$ cat config.mk
export PLATFORM = sky130hd
export DESIGN_NAME = adaptive_iq_balance
export DESIGN_NICKNAME = d
export VERILOG_FILES = /design/src/iqb_pkg.sv /design/src/adaptive_iq_balance.sv /design/src/iqb_mul.sv /design/src/iqb_seq.sv
export VERILOG_INCLUDE_DIRS = /design/src /design/src/src
export SDC_FILE = /design/constraint.sdc
export NUM_CORES = 2
export LEC_CHECK = 0
export BUFFER_PORTS_ARGS = -buffer_cell sky130_fd_sc_hd__buf_2
export CAP_MARGIN = 25
export CORE_MARGIN = 3
export CORE_UTILIZATION = 39
export CTS_BUF_LIST = sky130_fd_sc_hd__clkbuf_2
export DETAILED_ROUTE_END_ITERATION = 7
export PLACE_DENSITY_LB_ADDON = 0.3
export SLEW_MARGIN = 10
export SYNTH_ARGS = -nofsm -noshare
export SYNTH_HDL_FRONTEND = slang
export SYNTH_SLANG_ARGS = --single-unit
$ cat constraint.sdc
create_clock -name clk -period 11.95 [get_ports clk]
set_clock_uncertainty 0.1 [all_clocks]
set_input_delay 2.39 -clock clk [delete_from_list [all_inputs] [get_ports clk]]
set_output_delay 2.39 -clock clk [all_outputs]
set_load 0.01 [all_outputs]
$ cat src/adaptive_iq_balance_macros.svh
// ----------------------------------------------------------------------------
// iq balance assertion macros
// concurrent checks clocked on clk, quiet while rst_n is low
// ----------------------------------------------------------------------------
`ifndef ADAPTIVE_IQ_BALANCE_MACROS_SVH
`define ADAPTIVE_IQ_BALANCE_MACROS_SVH

// consequent must hold in the same cycle
`define IQB_ASSERT_NOW(label, ante, cons) \
    label: assert property (@(posedge clk) disable iff (!rst_n) (ante) |-> (cons)) \
        else $error("iq balance check failed");

// consequent must hold in the next cycle
`define IQB_ASSERT_NEXT(label, ante, cons) \
    label: assert property (@(posedge clk) disable iff (!rst_n) (ante) |=> (cons)) \
        else $error("iq balance check failed");

`endif

$ cat src/iqb_pkg.sv
// ----------------------------------------------------------------------------
// iqb_pkg
// shared types and constants of the adaptive iq balance block
// ----------------------------------------------------------------------------
package iqb_pkg;

    localparam int SAMPLE_WIDTH_DEF = 16;
    localparam int COEF_WIDTH_DEF   = 32;

    // fixed point positions
    localparam int GAIN_FRAC  = 14;
    localparam int PHASE_FRAC = 15;
    localparam int LEAK_SHIFT = 28;

    // configuration port
    localparam int CFG_INDEX_WIDTH = 2;
    localparam int CFG_DATA_WIDTH  = 16;

    localparam logic [CFG_INDEX_WIDTH-1:0] REG_ENABLE = 2'd0;
    localparam logic [CFG_INDEX_WIDTH-1:0] REG_GAIN   = 2'd1;
    localparam logic [CFG_INDEX_WIDTH-1:0] REG_PHASE  = 2'd2;

    localparam logic signed [CFG_DATA_WIDTH-1:0] GAIN_RESET  = 16'sd16384;
    localparam logic signed [CFG_DATA_WIDTH-1:0] PHASE_RESET = 16'sd0;

    // sequencer steps, one multiply issued per multiplying step
    typedef enum logic [3:0] {
        STEP_IDLE,
        STEP_GAIN,
        STEP_PHASE,
        STEP_AIM,
        STEP_WRA,
        STEP_WIAI,
        STEP_WIAR,
        STEP_WRAI,
        STEP_TIM,
        STEP_RR,
        STEP_II,
        STEP_RI,
        STEP_UPD,
        STEP_FIN
    } iqb_step_t;

    typedef struct packed {
        iqb_step_t step;
        logic      accept;
        logic      finish;
    } iqb_ctrl_t;

endpackage

$ cat src/adaptive_iq_balance.sv
// ----------------------------------------------------------------------------
// adaptive_iq_balance
// static gain/phase fix followed by an adaptive image canceller with a
// leaky lms coefficient update, all products on one shared multiplier
// ----------------------------------------------------------------------------
//  channel   direction  handshake            payload
//  in        sink       in_valid/in_ready    in_re, in_im, block_last
//  out       source     out_valid/out_ready  out_re, out_im, out_last
//  cfg       sink       cfg_valid/cfg_ready  cfg_index, cfg_data
//
//  enabled: after acceptance a beat walks the sequencer through nine products
//  issued to the shared multiplier plus the sum and update steps before the
//  next acceptance; the result is registered in the final step
//  bypass: an accepted beat goes straight to the final step
//  reset clears the coefficient, the sequencer and the output valid
//  a stalled output holds the sequencer in its final step until taken, while
//  one finished result waits in the output register
// ----------------------------------------------------------------------------
`include "adaptive_iq_balance_macros.svh"

module adaptive_iq_balance #(
    parameter int SAMPLE_WIDTH = iqb_pkg::SAMPLE_WIDTH_DEF,
    parameter int COEF_WIDTH   = iqb_pkg::COEF_WIDTH_DEF
) (
    input  logic                                 clk,
    input  logic                                 rst_n,
    input  logic                                 in_valid,
    output logic                                 in_ready,
    input  logic signed [SAMPLE_WIDTH-1:0]       in_re,
    input  logic signed [SAMPLE_WIDTH-1:0]       in_im,
    input  logic                                 block_last,
    output logic                                 out_valid,
    input  logic                                 out_ready,
    output logic signed [SAMPLE_WIDTH-1:0]       out_re,
    output logic signed [SAMPLE_WIDTH-1:0]       out_im,
    output logic                                 out_last,
    input  logic                                 cfg_valid,
    output logic                                 cfg_ready,
    input  logic [iqb_pkg::CFG_INDEX_WIDTH-1:0]  cfg_index,
    input  logic [iqb_pkg::CFG_DATA_WIDTH-1:0]   cfg_data
);

    localparam int S        = SAMPLE_WIDTH;
    localparam int C        = COEF_WIDTH;
    localparam int PW       = C + S;
    localparam int WW       = C + S + 2;
    localparam int MU_SHIFT = 2 * S - C + 15;
    localparam int MU_LSH   = (MU_SHIFT < 0) ? -MU_SHIFT : 0;
    localparam int MU_RSH   = (MU_SHIFT > 0) ? MU_SHIFT : 0;
    localparam int DW       = WW + 9 + MU_LSH;
    localparam int NW       = DW + 1;

    localparam logic signed [WW-1:0] S_MAX = {{(WW-S+1){1'b0}}, {(S-1){1'b1}}};
    localparam logic signed [WW-1:0] S_MIN = ~S_MAX;
    localparam logic signed [NW-1:0] C_MAX = {{(NW-C+1){1'b0}}, {(C-1){1'b1}}};
    localparam logic signed [NW-1:0] C_MIN = ~C_MAX;

    function automatic logic signed [S-1:0] sat_s(input logic signed [WW-1:0] v);
        if (v > S_MAX)
            return S_MAX[S-1:0];
        if (v < S_MIN)
            return S_MIN[S-1:0];
        return v[S-1:0];
    endfunction

    function automatic logic signed [C-1:0] sat_c(input logic signed [NW-1:0] v);
        if (v > C_MAX)
            return C_MAX[C-1:0];
        if (v < C_MIN)
            return C_MIN[C-1:0];
        return v[C-1:0];
    endfunction

    // mu = 164 * 2^-MU_SHIFT (2^-15 at the default widths), 164 = 128 + 32 + 4
    function automatic logic signed [DW-1:0] mu_step(input logic signed [DW-1:0] x);
        logic signed [DW-1:0] m;
        m = (x <<< 7) + (x <<< 5) + (x <<< 2);
        return (m <<< MU_LSH) >>> MU_RSH;
    endfunction

    // configuration
    logic                                      enable_reg;
    logic signed [iqb_pkg::CFG_DATA_WIDTH-1:0] gain_reg;
    logic signed [iqb_pkg::CFG_DATA_WIDTH-1:0] phase_reg;

    // no write is taken while reset is held
    assign cfg_ready = rst_n;

    always_ff @(posedge clk or negedge rst_n)
    begin
        if (!rst_n)
        begin
            enable_reg <= 1'b0;
            gain_reg   <= iqb_pkg::GAIN_RESET;
            phase_reg  <= iqb_pkg::PHASE_RESET;
        end
        else if (cfg_valid)
        begin
            unique case (cfg_index)
                iqb_pkg::REG_ENABLE: enable_reg <= cfg_data[0];
                iqb_pkg::REG_GAIN:   gain_reg   <= cfg_data;
                iqb_pkg::REG_PHASE:  phase_reg  <= cfg_data;
                default:             ;
            endcase
        end
    end

    // sequencer
    iqb_pkg::iqb_ctrl_t ctrl;
    logic               out_valid_reg;
    logic               out_free;

    assign out_free = !out_valid_reg || out_ready;

    iqb_seq u_seq (
        .clk      (clk),
        .rst_n    (rst_n),
        .in_valid (in_valid),
        .enable   (enable_reg),
        .out_free (out_free),
        .in_ready (in_ready),
        .ctrl     (ctrl)
    );

    // working registers
    logic signed [S-1:0]  re_reg;
    logic signed [S-1:0]  im_reg;
    logic                 last_reg;
    logic signed [S-1:0]  a_re_reg;
    logic signed [S-1:0]  a_im_reg;
    logic signed [S-1:0]  t_re_reg;
    logic signed [S-1:0]  t_im_reg;
    logic signed [PW:0]   acc_reg;
    logic signed [C-1:0]  coef_re_reg;
    logic signed [C-1:0]  coef_im_reg;

    // shared multiplier
    logic signed [C-1:0]  mul_a;
    logic signed [S-1:0]  mul_b;
    logic signed [PW-1:0] prod;

    always_comb
    begin
        mul_a = '0;
        mul_b = '0;
        unique case (ctrl.step)
            iqb_pkg::STEP_GAIN:
            begin
                mul_a = C'(gain_reg);
                mul_b = re_reg;
            end
            iqb_pkg::STEP_PHASE:
            begin
                mul_a = C'(phase_reg);
                mul_b = re_reg;
            end
            iqb_pkg::STEP_WRA:
            begin
                mul_a = coef_re_reg;
                mul_b = a_re_reg;
            end
            iqb_pkg::STEP_WIAI:
            begin
                mul_a = coef_im_reg;
                mul_b = a_im_reg;
            end
            iqb_pkg::STEP_WIAR:
            begin
                mul_a = coef_im_reg;
                mul_b = a_re_reg;
            end
            iqb_pkg::STEP_WRAI:
            begin
                mul_a = coef_re_reg;
                mul_b = a_im_reg;
            end
            iqb_pkg::STEP_RR:
            begin
                mul_a = C'(t_re_reg);
                mul_b = t_re_reg;
            end
            iqb_pkg::STEP_II:
            begin
                mul_a = C'(t_im_reg);
                mul_b = t_im_reg;
            end
            iqb_pkg::STEP_RI:
            begin
                mul_a = C'(t_re_reg);
                mul_b = t_im_reg;
            end
            default:
            begin
                mul_a = '0;
                mul_b = '0;
            end
        endcase
    end

    iqb_mul #(
        .AW (C),
        .BW (S)
    ) u_mul (
        .clk  (clk),
        .op_a (mul_a),
        .op_b (mul_b),
        .prod (prod)
    );

    // sums and saturation
    logic signed [WW-1:0] prod_w;
    logic signed [WW-1:0] acc_w;
    logic signed [S-1:0]  a_re_next;
    logic signed [S-1:0]  a_im_next;
    logic signed [S-1:0]  t_re_next;
    logic signed [S-1:0]  t_im_next;
    logic signed [DW-1:0] d_re;
    logic signed [DW-1:0] d_im;
    logic signed [NW-1:0] n_re;
    logic signed [NW-1:0] n_im;
    logic signed [C-1:0]  coef_re_next;
    logic signed [C-1:0]  coef_im_next;

    assign prod_w    = WW'(prod);
    assign acc_w     = WW'(acc_reg);
    assign a_re_next = sat_s(prod_w >>> iqb_pkg::GAIN_FRAC);
    assign a_im_next = sat_s(WW'(im_reg) + (prod_w >>> iqb_pkg::PHASE_FRAC));
    assign t_re_next = sat_s(WW'(a_re_reg) + (acc_w >>> (C - 1)));
    assign t_im_next = sat_s(WW'(a_im_reg) + ((acc_w - prod_w) >>> (C - 1)));

    // acc holds t_re^2 - t_im^2, prod holds t_re*t_im in the update step
    assign d_re = mu_step(DW'(acc_reg));
    assign d_im = mu_step(DW'(prod) <<< 1);
    assign n_re = NW'(coef_re_reg) - (NW'(coef_re_reg) >>> iqb_pkg::LEAK_SHIFT) - NW'(d_re);
    assign n_im = NW'(coef_im_reg) - (NW'(coef_im_reg) >>> iqb_pkg::LEAK_SHIFT) - NW'(d_im);

    always_comb
    begin
        coef_re_next = coef_re_reg;
        coef_im_next = coef_im_reg;
        if (ctrl.finish && last_reg)
        begin
            coef_re_next = '0;
            coef_im_next = '0;
        end
        else if (ctrl.step == iqb_pkg::STEP_UPD)
        begin
            coef_re_next = sat_c(n_re);
            coef_im_next = sat_c(n_im);
        end
    end

    always_ff @(posedge clk or negedge rst_n)
    begin
        if (!rst_n)
        begin
            coef_re_reg <= '0;
            coef_im_reg <= '0;
        end
        else
        begin
            coef_re_reg <= coef_re_next;
            coef_im_reg <= coef_im_next;
        end
    end

    always_ff @(posedge clk)
    begin
        if (ctrl.accept)
        begin
            re_reg   <= in_re;
            im_reg   <= in_im;
            last_reg <= block_last;
            if (!enable_reg)
            begin
                t_re_reg <= in_re;
                t_im_reg <= in_im;
            end
        end
        case (ctrl.step)
            iqb_pkg::STEP_PHASE: a_re_reg <= a_re_next;
            iqb_pkg::STEP_AIM:   a_im_reg <= a_im_next;
            iqb_pkg::STEP_WIAI:  acc_reg  <= (PW+1)'(prod);
            iqb_pkg::STEP_WIAR:  acc_reg  <= acc_reg + (PW+1)'(prod);
            iqb_pkg::STEP_WRAI:
            begin
                t_re_reg <= t_re_next;
                acc_reg  <= (PW+1)'(prod);
            end
            iqb_pkg::STEP_TIM:   t_im_reg <= t_im_next;
            iqb_pkg::STEP_II:    acc_reg  <= (PW+1)'(prod);
            iqb_pkg::STEP_RI:    acc_reg  <= acc_reg - (PW+1)'(prod);
            default:             ;
        endcase
    end

    // output register
    logic                out_valid_next;
    logic signed [S-1:0] out_re_reg;
    logic signed [S-1:0] out_im_reg;
    logic                out_last_reg;

    assign out_valid_next = ctrl.finish ? 1'b1 : (out_ready ? 1'b0 : out_valid_reg);

    always_ff @(posedge clk or negedge rst_n)
    begin
        if (!rst_n)
        begin
            out_valid_reg <= 1'b0;
        end
        else
        begin
            out_valid_reg <= out_valid_next;
        end
    end

    always_ff @(posedge clk)
    begin
        if (ctrl.finish)
        begin
            out_re_reg   <= t_re_reg;
            out_im_reg   <= t_im_reg;
            out_last_reg <= last_reg;
        end
    end

    assign out_valid = out_valid_reg;
    assign out_re    = out_re_reg;
    assign out_im    = out_im_reg;
    assign out_last  = out_last_reg;

    // checks
    `IQB_ASSERT_NEXT(busy_after_accept, in_valid && in_ready, !in_ready)
    `IQB_ASSERT_NEXT(coef_clear_at_block_end, ctrl.finish && last_reg,
                     coef_re_reg == '0 && coef_im_reg == '0)
    `IQB_ASSERT_NEXT(bypass_keeps_sample, ctrl.accept && !enable_reg,
                     t_re_reg == $past(in_re) && t_im_reg == $past(in_im))
    `IQB_ASSERT_NEXT(finish_loads_output, ctrl.finish, out_valid_reg)

endmodule

$ cat src/iqb_mul.sv
// ----------------------------------------------------------------------------
// iqb_mul
// shared signed multiplier with registered product
// ----------------------------------------------------------------------------
module iqb_mul #(
    parameter int AW = iqb_pkg::COEF_WIDTH_DEF,
    parameter int BW = iqb_pkg::SAMPLE_WIDTH_DEF
) (
    input  logic                     clk,
    input  logic signed [AW-1:0]     op_a,
    input  logic signed [BW-1:0]     op_b,
    output logic signed [AW+BW-1:0]  prod
);

    logic signed [AW+BW-1:0] prod_reg;
    logic signed [AW+BW-1:0] prod_next;

    assign prod_next = (AW+BW)'(op_a) * (AW+BW)'(op_b);

    always_ff @(posedge clk)
    begin
        prod_reg <= prod_next;
    end

    assign prod = prod_reg;

endmodule

$ cat src/iqb_seq.sv
// ----------------------------------------------------------------------------
// iqb_seq
// step sequencer: walks the multiply schedule for one sample
// ----------------------------------------------------------------------------
module iqb_seq (
    input  logic              clk,
    input  logic              rst_n,
    input  logic              in_valid,
    input  logic              enable,
    input  logic              out_free,
    output logic              in_ready,
    output iqb_pkg::iqb_ctrl_t ctrl
);

    iqb_pkg::iqb_step_t state_reg;
    iqb_pkg::iqb_step_t state_next;

    always_ff @(posedge clk or negedge rst_n)
    begin
        if (!rst_n)
        begin
            state_reg <= iqb_pkg::STEP_IDLE;
        end
        else
        begin
            state_reg <= state_next;
        end
    end

    always_comb
    begin
        state_next  = state_reg;
        in_ready    = 1'b0;
        ctrl.step   = state_reg;
        ctrl.accept = 1'b0;
        ctrl.finish = 1'b0;
        unique case (state_reg)
            iqb_pkg::STEP_IDLE:
            begin
                // nothing is taken while reset is held
                in_ready    = rst_n;
                ctrl.accept = in_valid && rst_n;
                if (in_valid && rst_n)
                begin
                    // bypassed samples go straight to the output stage
                    state_next = enable ? iqb_pkg::STEP_GAIN : iqb_pkg::STEP_FIN;
                end
            end
            iqb_pkg::STEP_GAIN:  state_next = iqb_pkg::STEP_PHASE;
            iqb_pkg::STEP_PHASE: state_next = iqb_pkg::STEP_AIM;
            iqb_pkg::STEP_AIM:   state_next = iqb_pkg::STEP_WRA;
            iqb_pkg::STEP_WRA:   state_next = iqb_pkg::STEP_WIAI;
            iqb_pkg::STEP_WIAI:  state_next = iqb_pkg::STEP_WIAR;
            iqb_pkg::STEP_WIAR:  state_next = iqb_pkg::STEP_WRAI;
            iqb_pkg::STEP_WRAI:  state_next = iqb_pkg::STEP_TIM;
            iqb_pkg::STEP_TIM:   state_next = iqb_pkg::STEP_RR;
            iqb_pkg::STEP_RR:    state_next = iqb_pkg::STEP_II;
            iqb_pkg::STEP_II:    state_next = iqb_pkg::STEP_RI;
            iqb_pkg::STEP_RI:    state_next = iqb_pkg::STEP_UPD;
            iqb_pkg::STEP_UPD:   state_next = iqb_pkg::STEP_FIN;
            iqb_pkg::STEP_FIN:
            begin
                ctrl.finish = out_free;
                if (out_free)
                begin
                    state_next = iqb_pkg::STEP_IDLE;
                end
            end
            default:             state_next = iqb_pkg::STEP_IDLE;
        endcase
    end

endmodule

Yosys cells after proc, flatten, opt, wreduce, memory -nomap -nowiden
Index checks and enable logic that the tools add are counted.
Widths: inputs -> output; s select.
Storage, ports and cells
  input bits: 56
  flip-flop bits (word level): 329
  output and inout port bits: 36
  logic and storage cells: 162
Operators by class
  multiply operators: 1
  eq/ne operators: 19
  muxes and demuxes: 72
  reductions and logical operators: 25
  magnitude comparators: 12
  add/sub/neg operators: 14
Operators by type and width (count)
  $mux 32: 12
  $mux 16: 22
  $pmux 32 s6: 1
  $pmux 49 s3: 1
  $add 57x51->58: 2
  $add 56x54->57: 2
  $gt 44x32->1 const B: 2
  $lt 44x32->1 const B: 2
  $sub 33x43->44: 2
  $pmux 16 s5: 1
  $gt 34x16->1 const B: 2
  $lt 34x16->1 const B: 2
  $sub 32x4->33: 2
  $pmux 4 s14: 1
  $sub 49x48->50: 1
  $add 49x48->49: 1
  $sub 49x48->49: 1
  $mul 32x16->48: 1
  $add 16x33->34: 1
  $mux 1: 31
  $eq 4x4->1 const B: 6
  $add 16x19->20: 1
  $gt 20x16->1 const B: 1
  $lt 20x16->1 const B: 1
  20 further kinds: 44

Depth between registers and ports, before layout
  depth after elaboration: 14
  gate-level depth with buffers: 35
  depth with buffers taken out: 31

Cells and area by module
A second synthesis with hierarchy kept.
Second synthesis, totals
  cell total of the unflattened synthesis: 6200
  area, all modules: 54667.4 µm²
Modules (own cells, without submodules)
  adaptive_iq_balance: cells an instance 4069, times used 1, area each 35425.2 µm², seq. area each 7828.8 µm²
  iqb_mul: cells an instance 2094, times used 1, area each 18920.6 µm², seq. area each 960.9 µm²
  iqb_seq: cells an instance 37, times used 1, area each 321.6 µm², seq. area each 100.1 µm²

Worst setup path after synthesis
OpenSTA, ideal clock, no wires.
  kind: reg2reg
  start point: register u_seq.state_reg[0]
  end point: register u_mul.prod_reg[46], in the netlist u_mul.prod[46]
  path buffers: 4
  cell stages (with the launch flop): 30
  setup time: 72 ps
  setup slack: 2955 ps
  arrival time: 8823 ps
  period minus slack after synthesis: 8995 ps
  data required time: 11778 ps
  cells stage by stage: dfrtp_1 > clkbuf_1 > clkbuf_1 > clkbuf_1 > mux2i_1 > o21ai_0 > a221oi_1 > clkbuf_1 > nor2_1 > fa_1 > inv_1 > fa_1 > fa_1 > fa_1 > fa_1 > fa_1 > inv_1 > ha_1 > a21o_1 > a21o_1 > a221o_1 > a221o_1 > a211o_1 > o2111ai_1 > o21ai_1 > o31a_1 > a311oi_1 > o21bai_1 > a221oi_1 > xnor2_1
On the way
  cells in the longest elaborated chain, start to end: 4
  elaborated cells between the ends (all ways): 19
  those cells by class: 1 x mul; 9 x eq/ne; 2 x mux; 7 x reduce/logical
Ends and longest elaborated chain
  start, declared: line iqb_seq.sv:15  | iqb_pkg::iqb_step_t state_reg;
  start signal, assigned: line iqb_seq.sv:22  | state_reg <= iqb_pkg::STEP_IDLE;
  start signal, assigned: line iqb_seq.sv:26  | state_reg <= state_next;
  $eq 4x4->1 (tied with other cells): line adaptive_iq_balance.sv:146  | unique case (ctrl.step)
  $reduce_or 2->1 (no source line)
  $pmux 32 s6 / $pmux 16 s5 (equally long branches): line adaptive_iq_balance.sv:146
  $mul 32x16->48 *: line iqb_mul.sv:18  | assign prod_next = (AW+BW)'(op_a) * (AW+BW)'(op_b);
  named net u_mul.prod_next[46]: line iqb_mul.sv:16  | logic signed [AW+BW-1:0] prod_next;
  end signal, assigned: line iqb_mul.sv:22  | prod_reg <= prod_next;
  end, declared: line iqb_mul.sv:15  | logic signed [AW+BW-1:0] prod_reg;
Mark *: on every way through the listed nets, which the timed path passes. The rest lies on a longest branch.
A chain may end at the register's enable or synchronous reset.

Final worst setup path
  start point: register u_seq.state_reg[3]
  end point: register u_mul.prod_reg[46], in the netlist u_mul.prod[46]
Same word-level chain as after synthesis.

==> implementation parameters <==
Parameter                              Value

Routing
  Post-detailed-routing wire length ... 172,000 um
  Total via count after detailed routing ... 43,900
  Vias per cell ... 5.62
  First-pass detailed-route iteration total ... 8
  Drc violations ... 0
  Post-detailed-route count of antenna-violating nets ... 0
  Mean routed wirelength per cell ... 22.0 um
  Iter 0 DRT Violations ... 4,269

STA
  Final Hold Fails ... 0
  FMAX ... 0.0946 GHz
  Slew HR ... 0.191
  Setup TNS ... 0 ns
  RSZ-0062 raised after global routing ... false
  Setup-violating endpoint count in the final report ... 0
  Period minus WS final ... 10.57 ns
  Number of pins with negative max-slew slack in the final report ... 0
  Worst hold-check slack ... 0.416 ns
  Share of the clock period used by the worst path after layout ... 0.884
  Transition at the pin with the smallest max-transition slack ... 1.21 ns

Final layout
  Final nets ... 7,185
  Flip-flop count of the largest register after layout ... 49
  Most common library cell in the layout ignoring fill and taps ... sky130_fd_sc_hd__inv_1
  Number of cells in the finished layout apart from fillers ... 7,811
  Fraction of the core area covered by cells at the end of the flow ... 0.423
  Fraction of final layout cells with drive strength greater than 1 ... 0.0775
  Signed area change from the synthesized netlist to the final layout ... 7.10%
  Most frequent cells in the layout ... sky130_fd_sc_hd__inv_1, sky130_fd_sc_hd__fa_1, sky130_fd_sc_hd__nand2_1, sky130_fd_sc_hd__nor2_1, sky130_fd_sc_hd__ha_1
  Fill cell count ... 13,300

Synthesis
  Mean area per synthesized cell ... 8.85 um^2
  Number of warnings issued by yosys ... 0
  Number of enable-type register cells in the synthesized netlist ... 179
  Post-synthesis sequential element count ... 329
  Post-Syn Instances ... 5,896
  Netlist cell types ... 96
  Share of synthesized flip-flops with an asynchronous set or reset ... 0.310
  Synth area leader ... sky130_fd_sc_hd__fa_1
  Mapped Area ... 52,200 um^2
  Net Count, Synth ... 7,112
  Top cell type's share of synthesized area ... 0.247
  Synth Flop Type ... sky130_fd_sc_hd__edfxtp_1
  Ranking of synthesized cells by area ... sky130_fd_sc_hd__fa_1, sky130_fd_sc_hd__ha_1, sky130_fd_sc_hd__edfxtp_1, sky130_fd_sc_hd__inv_1, sky130_fd_sc_hd__dfrtp_1
  Sequential element share of the synthesized area ... 0.170

Placed design
  Count of input and output buffers ... 91
  Inst Count DP ... 7,622
  Final RePlAce weighted congestion ... 0.988
  Sum of net half-perimeters after detailed placement ... 138,000 um

Critical path
  Stage delay of the slowest cell on the critical path ... 0.68 ns
  Path type of the worst setup path ... register to register
  WP buf/inv ... 7
  Worst path slowest cell ... sky130_fd_sc_hd__dfrtp_1
  Maximum fanout encountered on the critical timing path ... 20
  Crit-path leading delay family ... adder cells
  Worst setup SP type ... register
  Arrival time at the worst endpoint ... 11.72 ns
  Worst path required time ... 13.10 ns
  Dominant cell type by count on the critical path ... sky130_fd_sc_hd__fa_1
  Critical path endpoint category ... register

Floorplan
  DIE WIDTH ... 372 um
  Boundary pin count ... 92
  Die span in y ... 372 um
  Row count ... 133
  Die outline area ... 138,000 um^2
  Effective utilization at floorplan ... 0.395
  Core Box Area ... 132,000 um^2

Clock tree
  # resized after CTS ... 0
  Sink Count ... 329
  Number of buffers created by CTS ... 97
  Clock tree from TritonCTS ... done
  Largest buffer count on any clock path ... 3
  Post-CTS clock slew at the launch and capture registers of the worst setup and hold paths ... 0.11 ns
  Source-to-sink clock delay at the later pin of the worst-skew pair ... 1.37 ns
  Clock Root Buffer ... sky130_fd_sc_hd__clkbuf_2
  Total number of H-tree levels ... 3
  Post-CTS Hold Fix Bufs ... 0
  Setup repair bufs after CTS ... 0

GRT
  Number of antenna violations at the first check in global routing ... 9
  Wire length of the first global-routing pass ... 263,000 um
  GRT Total Usage ... 0.250
  Via count of the first global-routing pass ... 43,200
  Total congestion overflow after global routing ... 0
  Largest net degree at the start of global routing ... 97

Run
  Max capacitance violation total ... 0

Worst hold path
  Worst min-delay path category ... register to register

Run status
  Run status ... completed
[cell families after synthesis]
group / share of synthesized area
AOI/OAI and AO/OA: 0.167
xor gates and xnor gates: 0.0646
adders and majority gates: 0.371
buffers and inverters: 0.0748
DFF: 0.170
muxes: 0.0112
and+or+nand+nor: 0.142
[per-stage QoR]
stage | instance area [um^2] | worst slack [ns]
floorplan | 52200 | 2.96
global placement | 54900 | 1.68
detailed placement | 54900 | 1.53
CTS | 55800 | 1.46
global route | 55900 | 0.617
finish | 55900 | 1.38
[worst paths after layout]
kind | end | slack (ns) | start | depth (start not counted)
setup / recovery | u_mul.prod[46]$_DFF_P_ | 1.38 | u_seq.state_reg[3]$_DFFE_PN0P_ | 31
hold reg to reg | gain_reg[4]$_DFFE_PN0P_ | 0.42 | gain_reg[4]$_DFFE_PN0P_ | 1
min in group asynchronous | coef_im_reg[11]$_DFFE_PN0P_ | 1.22 | rst_n | 2
setup reg to reg | u_mul.prod[46]$_DFF_P_ | 1.38 | u_seq.state_reg[3]$_DFFE_PN0P_ | 31
max in group asynchronous | coef_im_reg[31]$_DFFE_PN0P_ | 9.09 | rst_n | 3
hold / removal | gain_reg[4]$_DFFE_PN0P_ | 0.42 | gain_reg[4]$_DFFE_PN0P_ | 1
[synthesized netlist by cell type (17+ instances only)]
library cell               instances
sky130_fd_sc_hd__nand3_1          63
sky130_fd_sc_hd__ha_1            517
sky130_fd_sc_hd__and3_1           39
sky130_fd_sc_hd__nor2b_1          54
sky130_fd_sc_hd__o31ai_1          20
sky130_fd_sc_hd__mux2i_1          18
sky130_fd_sc_hd__or3_1            21
sky130_fd_sc_hd__nor3_1           69
sky130_fd_sc_hd__nor2_1          540
sky130_fd_sc_hd__o21a_1           50
sky130_fd_sc_hd__o211ai_1         17
sky130_fd_sc_hd__o21bai_1         39
sky130_fd_sc_hd__a31oi_1          43
sky130_fd_sc_hd__nor4_1           21
sky130_fd_sc_hd__xnor2_1         246
sky130_fd_sc_hd__nand2b_1         57
sky130_fd_sc_hd__a222oi_1         17
sky130_fd_sc_hd__dfxtp_1          48
sky130_fd_sc_hd__or2_2            37
sky130_fd_sc_hd__and2_1           45
sky130_fd_sc_hd__a21o_1          218
sky130_fd_sc_hd__o21ai_0         214
sky130_fd_sc_hd__a221o_1          74
sky130_fd_sc_hd__nand4_1          69
sky130_fd_sc_hd__dfrtp_1         101
sky130_fd_sc_hd__xor2_1          139
sky130_fd_sc_hd__a21oi_1         366
sky130_fd_sc_hd__fa_1            643
sky130_fd_sc_hd__mux2_2           36
sky130_fd_sc_hd__edfxtp_1        179
sky130_fd_sc_hd__inv_1           829
sky130_fd_sc_hd__a211oi_1         36
sky130_fd_sc_hd__nand2_1         572
sky130_fd_sc_hd__clkbuf_1        185
sky130_fd_sc_hd__o21ai_1          27
[layer usage]
| metal | vias to the layer above | wire, um | GRT usage | share of wire |
|---|---|---|---|---|
| li1 | 20100 | - | - | - |
| met1 | 21700 | 74700 | 0.358 | 0.43 |
| met2 | 1804 | 73700 | 0.373 | 0.43 |
| met3 | 291 | 16200 | 0.0469 | 0.094 |
| met4 | 0 | 7280 | 0.0974 | 0.042 |
| met5 | - | 0 | 0 | 0 |
[final cells by class]
type	count	area (um^2)	area share
Multi-Input combinational cell	4534	39600	0.709
Clock inverter	33	185	0.00331
Clock buffer	147	736	0.0132
Timing Repair Buffer	178	1140	0.0205
Antenna cell	6	15.0	0.000269
Inverter	829	3110	0.0557
Sequential cell	329	8890	0.159
Tap cell	1755	2200	0.0393
Power is left out: the tool's default activity adds up to more than one toggle a clock period on the data nets, which glitch-free logic cannot reach.
